## config.mk

```make
export PLATFORM = sky130hd
export DESIGN_NAME = multi_queue_manager_core
export DESIGN_NICKNAME = d
export VERILOG_FILES = /design/src/mqm_pkg.sv /design/src/multi_queue_manager_core.sv
export SDC_FILE = /design/constraint.sdc
export NUM_CORES = 2
export LEC_CHECK = 0
export CORE_MARGIN = 1.5
export CORE_UTILIZATION = 60
export CTS_BUF_LIST = sky130_fd_sc_hd__clkbuf_8 sky130_fd_sc_hd__clkbuf_16
export DETAILED_ROUTE_END_ITERATION = 6
export DONT_BUFFER_PORTS = 1
export PLACE_DENSITY_LB_ADDON = 0.12
export SLEW_MARGIN = 20
export SYNTH_ARGS = -nofsm -noshare
export SYNTH_HDL_FRONTEND = slang
export SYNTH_SLANG_ARGS = --single-unit
```

## constraint.sdc

```tcl
create_clock -name i_clk -period 10.9 [get_ports i_clk]
set_clock_uncertainty 0.2 [all_clocks]
set_input_delay 2.18 -clock i_clk [delete_from_list [all_inputs] [get_ports i_clk]]
set_output_delay 2.18 -clock i_clk [all_outputs]
set_load 0.02 [all_outputs]
```

## src/mqm_pkg.sv

```systemverilog
// mqm_pkg: shared types and codes of the multi queue manager
// field widths, command and status codes, control state type
// used by multi_queue_manager_core and its port checker
package mqm_pkg;

    // payload field widths
    localparam int ACTION_W = 1;
    localparam int QIDX_W   = 4;
    localparam int SYM_W    = 8;
    localparam int STATUS_W = 2;
    localparam int CFG_W    = 5;

    // queues_in_use after reset
    localparam logic [CFG_W-1:0] QUEUES_IN_USE_RST = 5'd16;

    // command codes
    localparam logic [ACTION_W-1:0] ACT_ADD    = 1'b0;
    localparam logic [ACTION_W-1:0] ACT_REMOVE = 1'b1;

    // status codes
    localparam logic [STATUS_W-1:0] ST_OK        = 2'd0;
    localparam logic [STATUS_W-1:0] ST_EMPTY     = 2'd1;
    localparam logic [STATUS_W-1:0] ST_FULL      = 2'd2;
    localparam logic [STATUS_W-1:0] ST_BAD_INDEX = 2'd3;

    // command sequencer states
    typedef enum logic [1:0] {
        S_IDLE,
        S_LOOKUP,
        S_UNLINK,
        S_HOLD
    } t_state;

endpackage

```

## src/multi_queue_manager_core.sv

```systemverilog
// multi_queue_manager_core: byte queues in one shared entry pool with a free list
// entry symbols, entry links and queue records sit in synchronous memories
// depends on mqm_pkg
//
// Usage:
// - command channel i_valid/o_stall carries action, queue index and symbol;
//   a transfer happens at a clock edge with i_valid high and o_stall low
// - result channel o_valid/i_stall carries removed symbol, its valid flag and
//   a status code; exactly one result per command, in command order
// - i_cfg_we writes i_cfg_wdata into queues_in_use; user writes it only while
//   no command is open; the block leaves that check to the user
// Command steps:
// - add, pool full, queue empty and bad index: record read at the transfer,
//   result registered from the lookup state, then idle for the next command
// - remove: head record read, then head entry symbol and link read, then result
//   registered from the unlink state; the link read depends on the record read
// Reset: synchronous, active low; all queues empty, all entries free, no memory
//   sweep, commands taken as soon as reset is released
// Stall: a finished result waits in the output register; the next command is
//   taken and worked on, and its result waits in a hold stage until the
//   output register frees up
module multi_queue_manager_core #(
    parameter int NUM_QUEUES   = 16,
    parameter int POOL_ENTRIES = 64
) (
    input  logic                          i_clk,
    input  logic                          i_rst_n,
    // command channel
    input  logic                          i_valid,
    output logic                          o_stall,
    input  logic [mqm_pkg::ACTION_W-1:0]  i_action,
    input  logic [mqm_pkg::QIDX_W-1:0]    i_queue_index,
    input  logic [mqm_pkg::SYM_W-1:0]     i_symbol,
    // result channel
    output logic                          o_valid,
    input  logic                          i_stall,
    output logic [mqm_pkg::SYM_W-1:0]     o_removed_symbol,
    output logic                          o_removed_valid,
    output logic [mqm_pkg::STATUS_W-1:0]  o_status,
    // configuration
    input  logic                          i_cfg_we,
    input  logic [mqm_pkg::CFG_W-1:0]     i_cfg_wdata
);
    import mqm_pkg::*;

    localparam int PW = $clog2(POOL_ENTRIES);
    localparam int CW = $clog2(POOL_ENTRIES + 1);
    localparam int QW = (NUM_QUEUES > 1) ? $clog2(NUM_QUEUES) : 1;

    typedef struct packed {
        logic [PW-1:0] head;
        logic [PW-1:0] tail;
        logic [CW-1:0] len;
    } t_qrec;

    // successor of an entry in the reset link chain
    function automatic logic [PW-1:0] f_next(input logic [PW-1:0] p);
        f_next = (p == PW'(POOL_ENTRIES - 1)) ? '0 : p + PW'(1);
    endfunction

    // memories
    logic [SYM_W-1:0] m_sym  [POOL_ENTRIES];
    logic [PW-1:0]    m_link [POOL_ENTRIES];
    t_qrec            m_queue[NUM_QUEUES];

    // control registers
    t_state              r_state, n_state;
    logic [CFG_W-1:0]    r_cfg;
    logic [PW-1:0]       r_free_head, n_free_head;
    logic [CW-1:0]       r_free_cnt, n_free_cnt;
    logic [CW-1:0]       r_fresh, n_fresh;
    logic [NUM_QUEUES-1:0] r_qvalid;
    logic                r_out_valid;

    // command and read data registers
    logic [ACTION_W-1:0] r_action;
    logic [QIDX_W-1:0]   r_q;
    logic [SYM_W-1:0]    r_sym;
    t_qrec               r_q_rd;
    logic                r_qv_rd;
    logic [PW-1:0]       r_link_rd;
    logic [SYM_W-1:0]    r_sym_rd;
    logic [SYM_W-1:0]    r_res_sym;
    logic                r_res_valid;
    logic [STATUS_W-1:0] r_res_status;

    // decoded command flags
    logic          bad, is_add, pool_empty, q_empty;
    logic [PW-1:0] q_head, q_tail;
    logic [CW-1:0] q_len;
    logic [PW-1:0] alloc_link;
    logic          out_free;

    // memory ports and result
    logic          q_re, q_we;
    t_qrec         q_wd;
    logic          link_re, link_we;
    logic [PW-1:0] link_ra, link_wa, link_wd;
    logic          sym_re, sym_we;
    logic [PW-1:0] sym_ra, sym_wa;
    logic          free_upd, finish, load_now, load_hold;
    logic [SYM_W-1:0]    res_sym;
    logic                res_valid;
    logic [STATUS_W-1:0] res_status;

    // flags from the latched command and the queue record read
    always_comb begin
        q_len      = r_qv_rd ? r_q_rd.len  : '0;
        q_head     = r_qv_rd ? r_q_rd.head : '0;
        q_tail     = r_qv_rd ? r_q_rd.tail : '0;
        bad        = ({28'd0, r_q} >= 32'(NUM_QUEUES)) || ({1'b0, r_q} >= r_cfg);
        is_add     = (r_action == ACT_ADD);
        pool_empty = (r_free_cnt == '0);
        q_empty    = (q_len == '0);
        // entries never handed out have no stored link; their reset link comes from f_next
        alloc_link = (CW'(r_free_head) >= r_fresh) ? f_next(r_free_head) : r_link_rd;
        out_free   = !r_out_valid || !i_stall;
    end

    // next state
    always_comb begin
        n_state = r_state;
        unique case (r_state)
            S_IDLE: begin
                if (i_valid) n_state = S_LOOKUP;
            end
            S_LOOKUP: begin
                if (!bad && !is_add && !q_empty) n_state = S_UNLINK;
                else if (out_free)               n_state = S_IDLE;
                else                             n_state = S_HOLD;
            end
            S_UNLINK: begin
                n_state = out_free ? S_IDLE : S_HOLD;
            end
            S_HOLD: begin
                if (out_free) n_state = S_IDLE;
            end
            default: n_state = S_IDLE;
        endcase
    end

    // memory accesses, pool pointer updates and result per state
    always_comb begin
        q_re        = 1'b0;
        q_we        = 1'b0;
        q_wd        = r_q_rd;
        link_re     = 1'b0;
        link_we     = 1'b0;
        link_ra     = r_free_head;
        link_wa     = q_tail;
        link_wd     = r_free_head;
        sym_re      = 1'b0;
        sym_we      = 1'b0;
        sym_ra      = q_head;
        sym_wa      = r_free_head;
        free_upd    = 1'b0;
        n_free_head = r_free_head;
        n_free_cnt  = r_free_cnt;
        n_fresh     = r_fresh;
        finish      = 1'b0;
        res_sym     = '0;
        res_valid   = 1'b0;
        res_status  = ST_OK;
        unique case (r_state)
            S_IDLE: begin
                // record of the addressed queue and link of the free head
                q_re    = i_valid;
                link_re = i_valid;
            end
            S_LOOKUP: begin
                if (bad) begin
                    res_status = ST_BAD_INDEX;
                    finish     = 1'b1;
                end else if (is_add) begin
                    finish = 1'b1;
                    if (pool_empty) begin
                        res_status = ST_FULL;
                    end else begin
                        // take the free head and append it to the queue
                        sym_we      = 1'b1;
                        link_we     = !q_empty;
                        q_we        = 1'b1;
                        q_wd.head   = q_empty ? r_free_head : q_head;
                        q_wd.tail   = r_free_head;
                        q_wd.len    = q_len + CW'(1);
                        free_upd    = 1'b1;
                        n_free_head = alloc_link;
                        n_free_cnt  = r_free_cnt - CW'(1);
                        if (CW'(r_free_head) >= r_fresh) n_fresh = r_fresh + CW'(1);
                    end
                end else if (q_empty) begin
                    res_status = ST_EMPTY;
                    finish     = 1'b1;
                end else begin
                    // fetch symbol and link of the head entry
                    sym_re  = 1'b1;
                    link_re = 1'b1;
                    link_ra = q_head;
                end
            end
            S_UNLINK: begin
                // unlink the head entry and push it onto the free list
                res_sym     = r_sym_rd;
                res_valid   = 1'b1;
                finish      = 1'b1;
                q_we        = 1'b1;
                q_wd.head   = r_link_rd;
                q_wd.tail   = q_tail;
                q_wd.len    = q_len - CW'(1);
                link_we     = 1'b1;
                link_wa     = q_head;
                link_wd     = r_free_head;
                free_upd    = 1'b1;
                n_free_head = q_head;
                n_free_cnt  = r_free_cnt + CW'(1);
            end
            S_HOLD: begin
            end
            default: begin
            end
        endcase
        load_now  = finish && out_free;
        load_hold = (r_state == S_HOLD) && out_free;
    end

    assign o_stall = (r_state != S_IDLE);
    assign o_valid = r_out_valid;

    // control state
    always_ff @(posedge i_clk) begin
        if (!i_rst_n) begin
            r_state     <= S_IDLE;
            r_cfg       <= QUEUES_IN_USE_RST;
            r_free_head <= '0;
            r_free_cnt  <= CW'(POOL_ENTRIES);
            r_fresh     <= '0;
            r_qvalid    <= '0;
            r_out_valid <= 1'b0;
        end else begin
            r_state <= n_state;
            if (i_cfg_we) r_cfg <= i_cfg_wdata;
            if (free_upd) begin
                r_free_head <= n_free_head;
                r_free_cnt  <= n_free_cnt;
                r_fresh     <= n_fresh;
            end
            if (q_we) r_qvalid[QW'(r_q)] <= 1'b1;
            if (load_now || load_hold) r_out_valid <= 1'b1;
            else if (!i_stall)         r_out_valid <= 1'b0;
        end
    end

    // command capture and queue record memory
    always_ff @(posedge i_clk) begin
        if (q_re) begin
            r_action <= i_action;
            r_q      <= i_queue_index;
            r_sym    <= i_symbol;
            r_q_rd   <= m_queue[QW'(i_queue_index)];
            r_qv_rd  <= r_qvalid[QW'(i_queue_index)];
        end
        if (q_we) m_queue[QW'(r_q)] <= q_wd;
    end

    // entry link memory
    always_ff @(posedge i_clk) begin
        if (link_re) r_link_rd <= m_link[link_ra];
        if (link_we) m_link[link_wa] <= link_wd;
    end

    // entry symbol memory
    always_ff @(posedge i_clk) begin
        if (sym_re) r_sym_rd <= m_sym[sym_ra];
        if (sym_we) m_sym[sym_wa] <= r_sym;
    end

    // result hold stage and output register
    always_ff @(posedge i_clk) begin
        if (finish) begin
            r_res_sym    <= res_sym;
            r_res_valid  <= res_valid;
            r_res_status <= res_status;
        end
        if (load_now) begin
            o_removed_symbol <= res_sym;
            o_removed_valid  <= res_valid;
            o_status         <= res_status;
        end else if (load_hold) begin
            o_removed_symbol <= r_res_sym;
            o_removed_valid  <= r_res_valid;
            o_status         <= r_res_status;
        end
    end

endmodule

```

==> flow_metrics.env <==
export IMPL_status="complete, no violations"
export IMPL_coreArea_sq_um=86600
export IMPL_cpPeakStageDelay_ns=0.71
export IMPL_synth_most_common_cell="edfxtp_1"
export IMPL_hold_path_class="reg2reg"
export IMPL_initial_utilization=0.605
export IMPL_antenna_cells=0
export IMPL_root_buffer="clkbuf_16"
export IMPL_io_pins=36
export IMPL_antenna_found_initial=3
export IMPL_clkTransAtPathRegs_ns=0.06
export IMPL_dp_final_hpwl_microns=69400
export IMPL_setup_worst_path_start_class="register"
export IMPL_crit_fanout=51
export IMPL_htree_levels=4
export IMPL_ant_nets=0
export IMPL_finalHoldViolCount=0
export IMPL_cts_setup_buffers=0
export IMPL_crit_top_cell="buf_4"
export IMPL_routed_wl_microns=119000
export IMPL_cts_resized=0
export IMPL_rows=108
export IMPL_grt_use_total=0.271
export IMPL_synth_distinct_cells=70
export IMPL_drt_first_pass_iters=7
export IMPL_cp_slowest_cell="buf_4"
export IMPL_cts_hold_buf=0
export IMPL_drv_cap=0
export IMPL_synthFlopType="edfxtp_1"
export IMPL_grt_pass1_vias=27200
export IMPL_place_port_buffers=0
export IMPL_setup_viol=0
export IMPL_die_x_microns=298
export IMPL_num_vias=27400
export IMPL_drv_slew=0
export IMPL_rsz0062_at_grt="no"
export IMPL_dr_first_iter_drc_count=3322
export IMPL_synth_cells=2896
export IMPL_cts_tree="done"
export IMPL_yosysSeqAreaShare=0.744
export IMPL_fin_tns_setup_ns=0
export IMPL_clk_latency_ns=0.74
export IMPL_yosysWarnings=0
export IMPL_syn_area_per_cell_sq_um=18.1
export IMPL_synth_edf_count=1269
export IMPL_yosys_area_top_type="edfxtp_1"
export IMPL_powerDensity_nw_per_um2=186
export IMPL_crit_path_cell_trace="buf_4 > nand2_1 > ha_1 > or3b_4 > o2111ai_2 > a21oi_4 > buf_4 > mux2i_4 > buf_4 > buf_4 > mux4_2 > a2111oi_0 > a22o_1 > nor3_1"
export IMPL_drcViolationCount=0
export IMPL_dp_cells=3951
export IMPL_tightest_slew_ns=1.09
export IMPL_synth_commonest_cells="edfxtp_1, nand2_1, mux4_2"
export IMPL_max_freq_ghz=0.170
export IMPL_cts_buffer_depth=3
export IMPL_drive_gt1_frac=0.193
export IMPL_cp_num_buf_inv=4
export IMPL_post_route_util=0.671
export IMPL_cp_data_arrival_time_ns=6.12
export IMPL_critPathTopFamily="buffers and inverters"
export IMPL_postSynth_asyncResetShare=0
export IMPL_grt_start_max_net_pins=85
export IMPL_instances_no_fill=4196
export IMPL_syn_nets=2943
export IMPL_yosys_register_bits=1313
export IMPL_p_leak_nw=18.7
export IMPL_syn_to_final_growth_pct=11.0
export IMPL_gp_congestion=0.867
export IMPL_nets=2979
export IMPL_mappedNetlistArea_sq_um=52400
export IMPL_synth_area_leaders="edfxtp_1, mux4_2, nand2_1"
export IMPL_dieArea_sq_um=89100
export IMPL_wl_per_cell_microns=28.3
export IMPL_path_class="reg2reg"
export IMPL_synth_top_area_frac=0.728
export IMPL_timing_final_crit_share=0.539
export IMPL_cp_required_ns=11.15
export IMPL_cts_made_buffers=134
export IMPL_clkSinkCount=1313
export IMPL_irDropWorstVdd_mv=0.153
export IMPL_end_kind="register"
export IMPL_die_h_microns=298
export IMPL_grt_pass1_wl_microns=177000
export IMPL_via_per_inst=6.54
export IMPL_overflow=0
export IMPL_slew_headroom=0.275
export IMPL_fin_crit_ns=5.87
[worst register-to-register path, stage by stage (launching register included)]
cell and delay [ns]:
edfxtp_1 0.32, buf_4 0.36, nand2_1 0.17, ha_1 0.32, or3b_4 0.29, o2111ai_2 0.15
a21oi_4 0.17, buf_4 0.51, mux2i_4 0.32, buf_4 0.57, buf_4 0.73, mux4_2 0.59
a2111oi_0 0.55, a22o_1 0.27, nor3_1 0.07
[kinds of logic (layout without fill, tap and decap cells)]
kind of cell             after synthesis  count (layout)  synth area share
AND/OR/NAND/NOR                      670             670            0.0552
buffers and inverters                190             335            0.0158
AO/OA/AOI/OAI                        311             311            0.0422
XOR/XNOR                              12              12           0.00201
flip-flops                          1313            1313             0.744
adder cells (fa/ha/maj)               24              24           0.00588
multiplexers                         376             376             0.135
[placed cells by master (no fill, tap or decap), types with 23 or more instances in the layout]
cell and count:
clkbuf_16 141, and2_1 25, dfxtp_1 38, ha_1 23, edfxtp_1 1269, a2111oi_0 31
a21oi_1 63, o22ai_1 36, o21ai_0 31, mux4_2 257, a311oi_1 26, inv_1 52
clkinv_1 24, mux2i_1 95, nor3_1 25, nor2_1 169, nand2_1 301, buf_4 65
nand3_1 60
[per-stage QoR]
step | setup WS, ns | power, W | cell area (sq um) | hold slack (ns)
3_3_place_gp | 5.23 | 0.00639 | 53700 | 0.242
6_report | 5.03 | 0.0108 | 58100 | 0.267
4_1_cts | 5.03 | 0.0109 | 58100 | 0.266
2_1_floorplan | 6.38 | 0.00619 | 52400 | 0.235
3_5_place_dp | 5.10 | 0.00641 | 53700 | 0.249
5_1_grt | 4.63 | 0.0111 | 58100 | 0.286
[flip-flops by register name (all words and copies together) (netlist names), 5 cells and up]
name              flops
link_wd               6
m_link              384
m_queue             304
m_sym               512
o_removed_symbol      8
r_cfg                 5
r_free_cnt            7
r_fresh               7
r_link_rd             6
r_q_rd               19
r_qvalid             16
r_res_sym             8
r_sym                 8
r_sym_rd              8
[path summary, 6_finish.rpt]
check                                               start                         to  slack [ns]  depth (start not counted)
worst min-delay path            r_qvalid[10]$_SDFFE_PN0P_  r_qvalid[10]$_SDFFE_PN0P_        0.27                          1
worst max-delay path                    r_qv_rd$_DFFE_PP_     r_link_rd[5]$_DFFE_PP_        5.03                         14
worst max register to register          r_qv_rd$_DFFE_PP_     r_link_rd[5]$_DFFE_PP_        5.03                         14
worst min register to register  r_qvalid[10]$_SDFFE_PN0P_  r_qvalid[10]$_SDFFE_PN0P_        0.27                          1
[metal layers]
layer  routed length [microns]  global-route usage
met1                     48900               0.402
met2                     55300               0.412
met3                     11300              0.0569
met4                      3060              0.0832
met5                        22                   0
[report_power, final]
group          switching (W)  internal, W
Clock                0.00186      0.00266
Combinational       0.000421     0.000226
Sequential         0.0000377      0.00562
[layout make-up]
cell class / count / area (sq um)
Fill cell: 5528 / 28500
Timing Repair Buffer: 65 / 488
Tap cell: 1155 / 1450
Clock inverter: 99 / 808
Inverter: 25 / 93.8
Sequential cell: 1313 / 39000
Clock buffer: 146 / 3600
Multi-Input combinational cell: 1393 / 12700
Note: power is estimated with default switching activity, not from simulation.
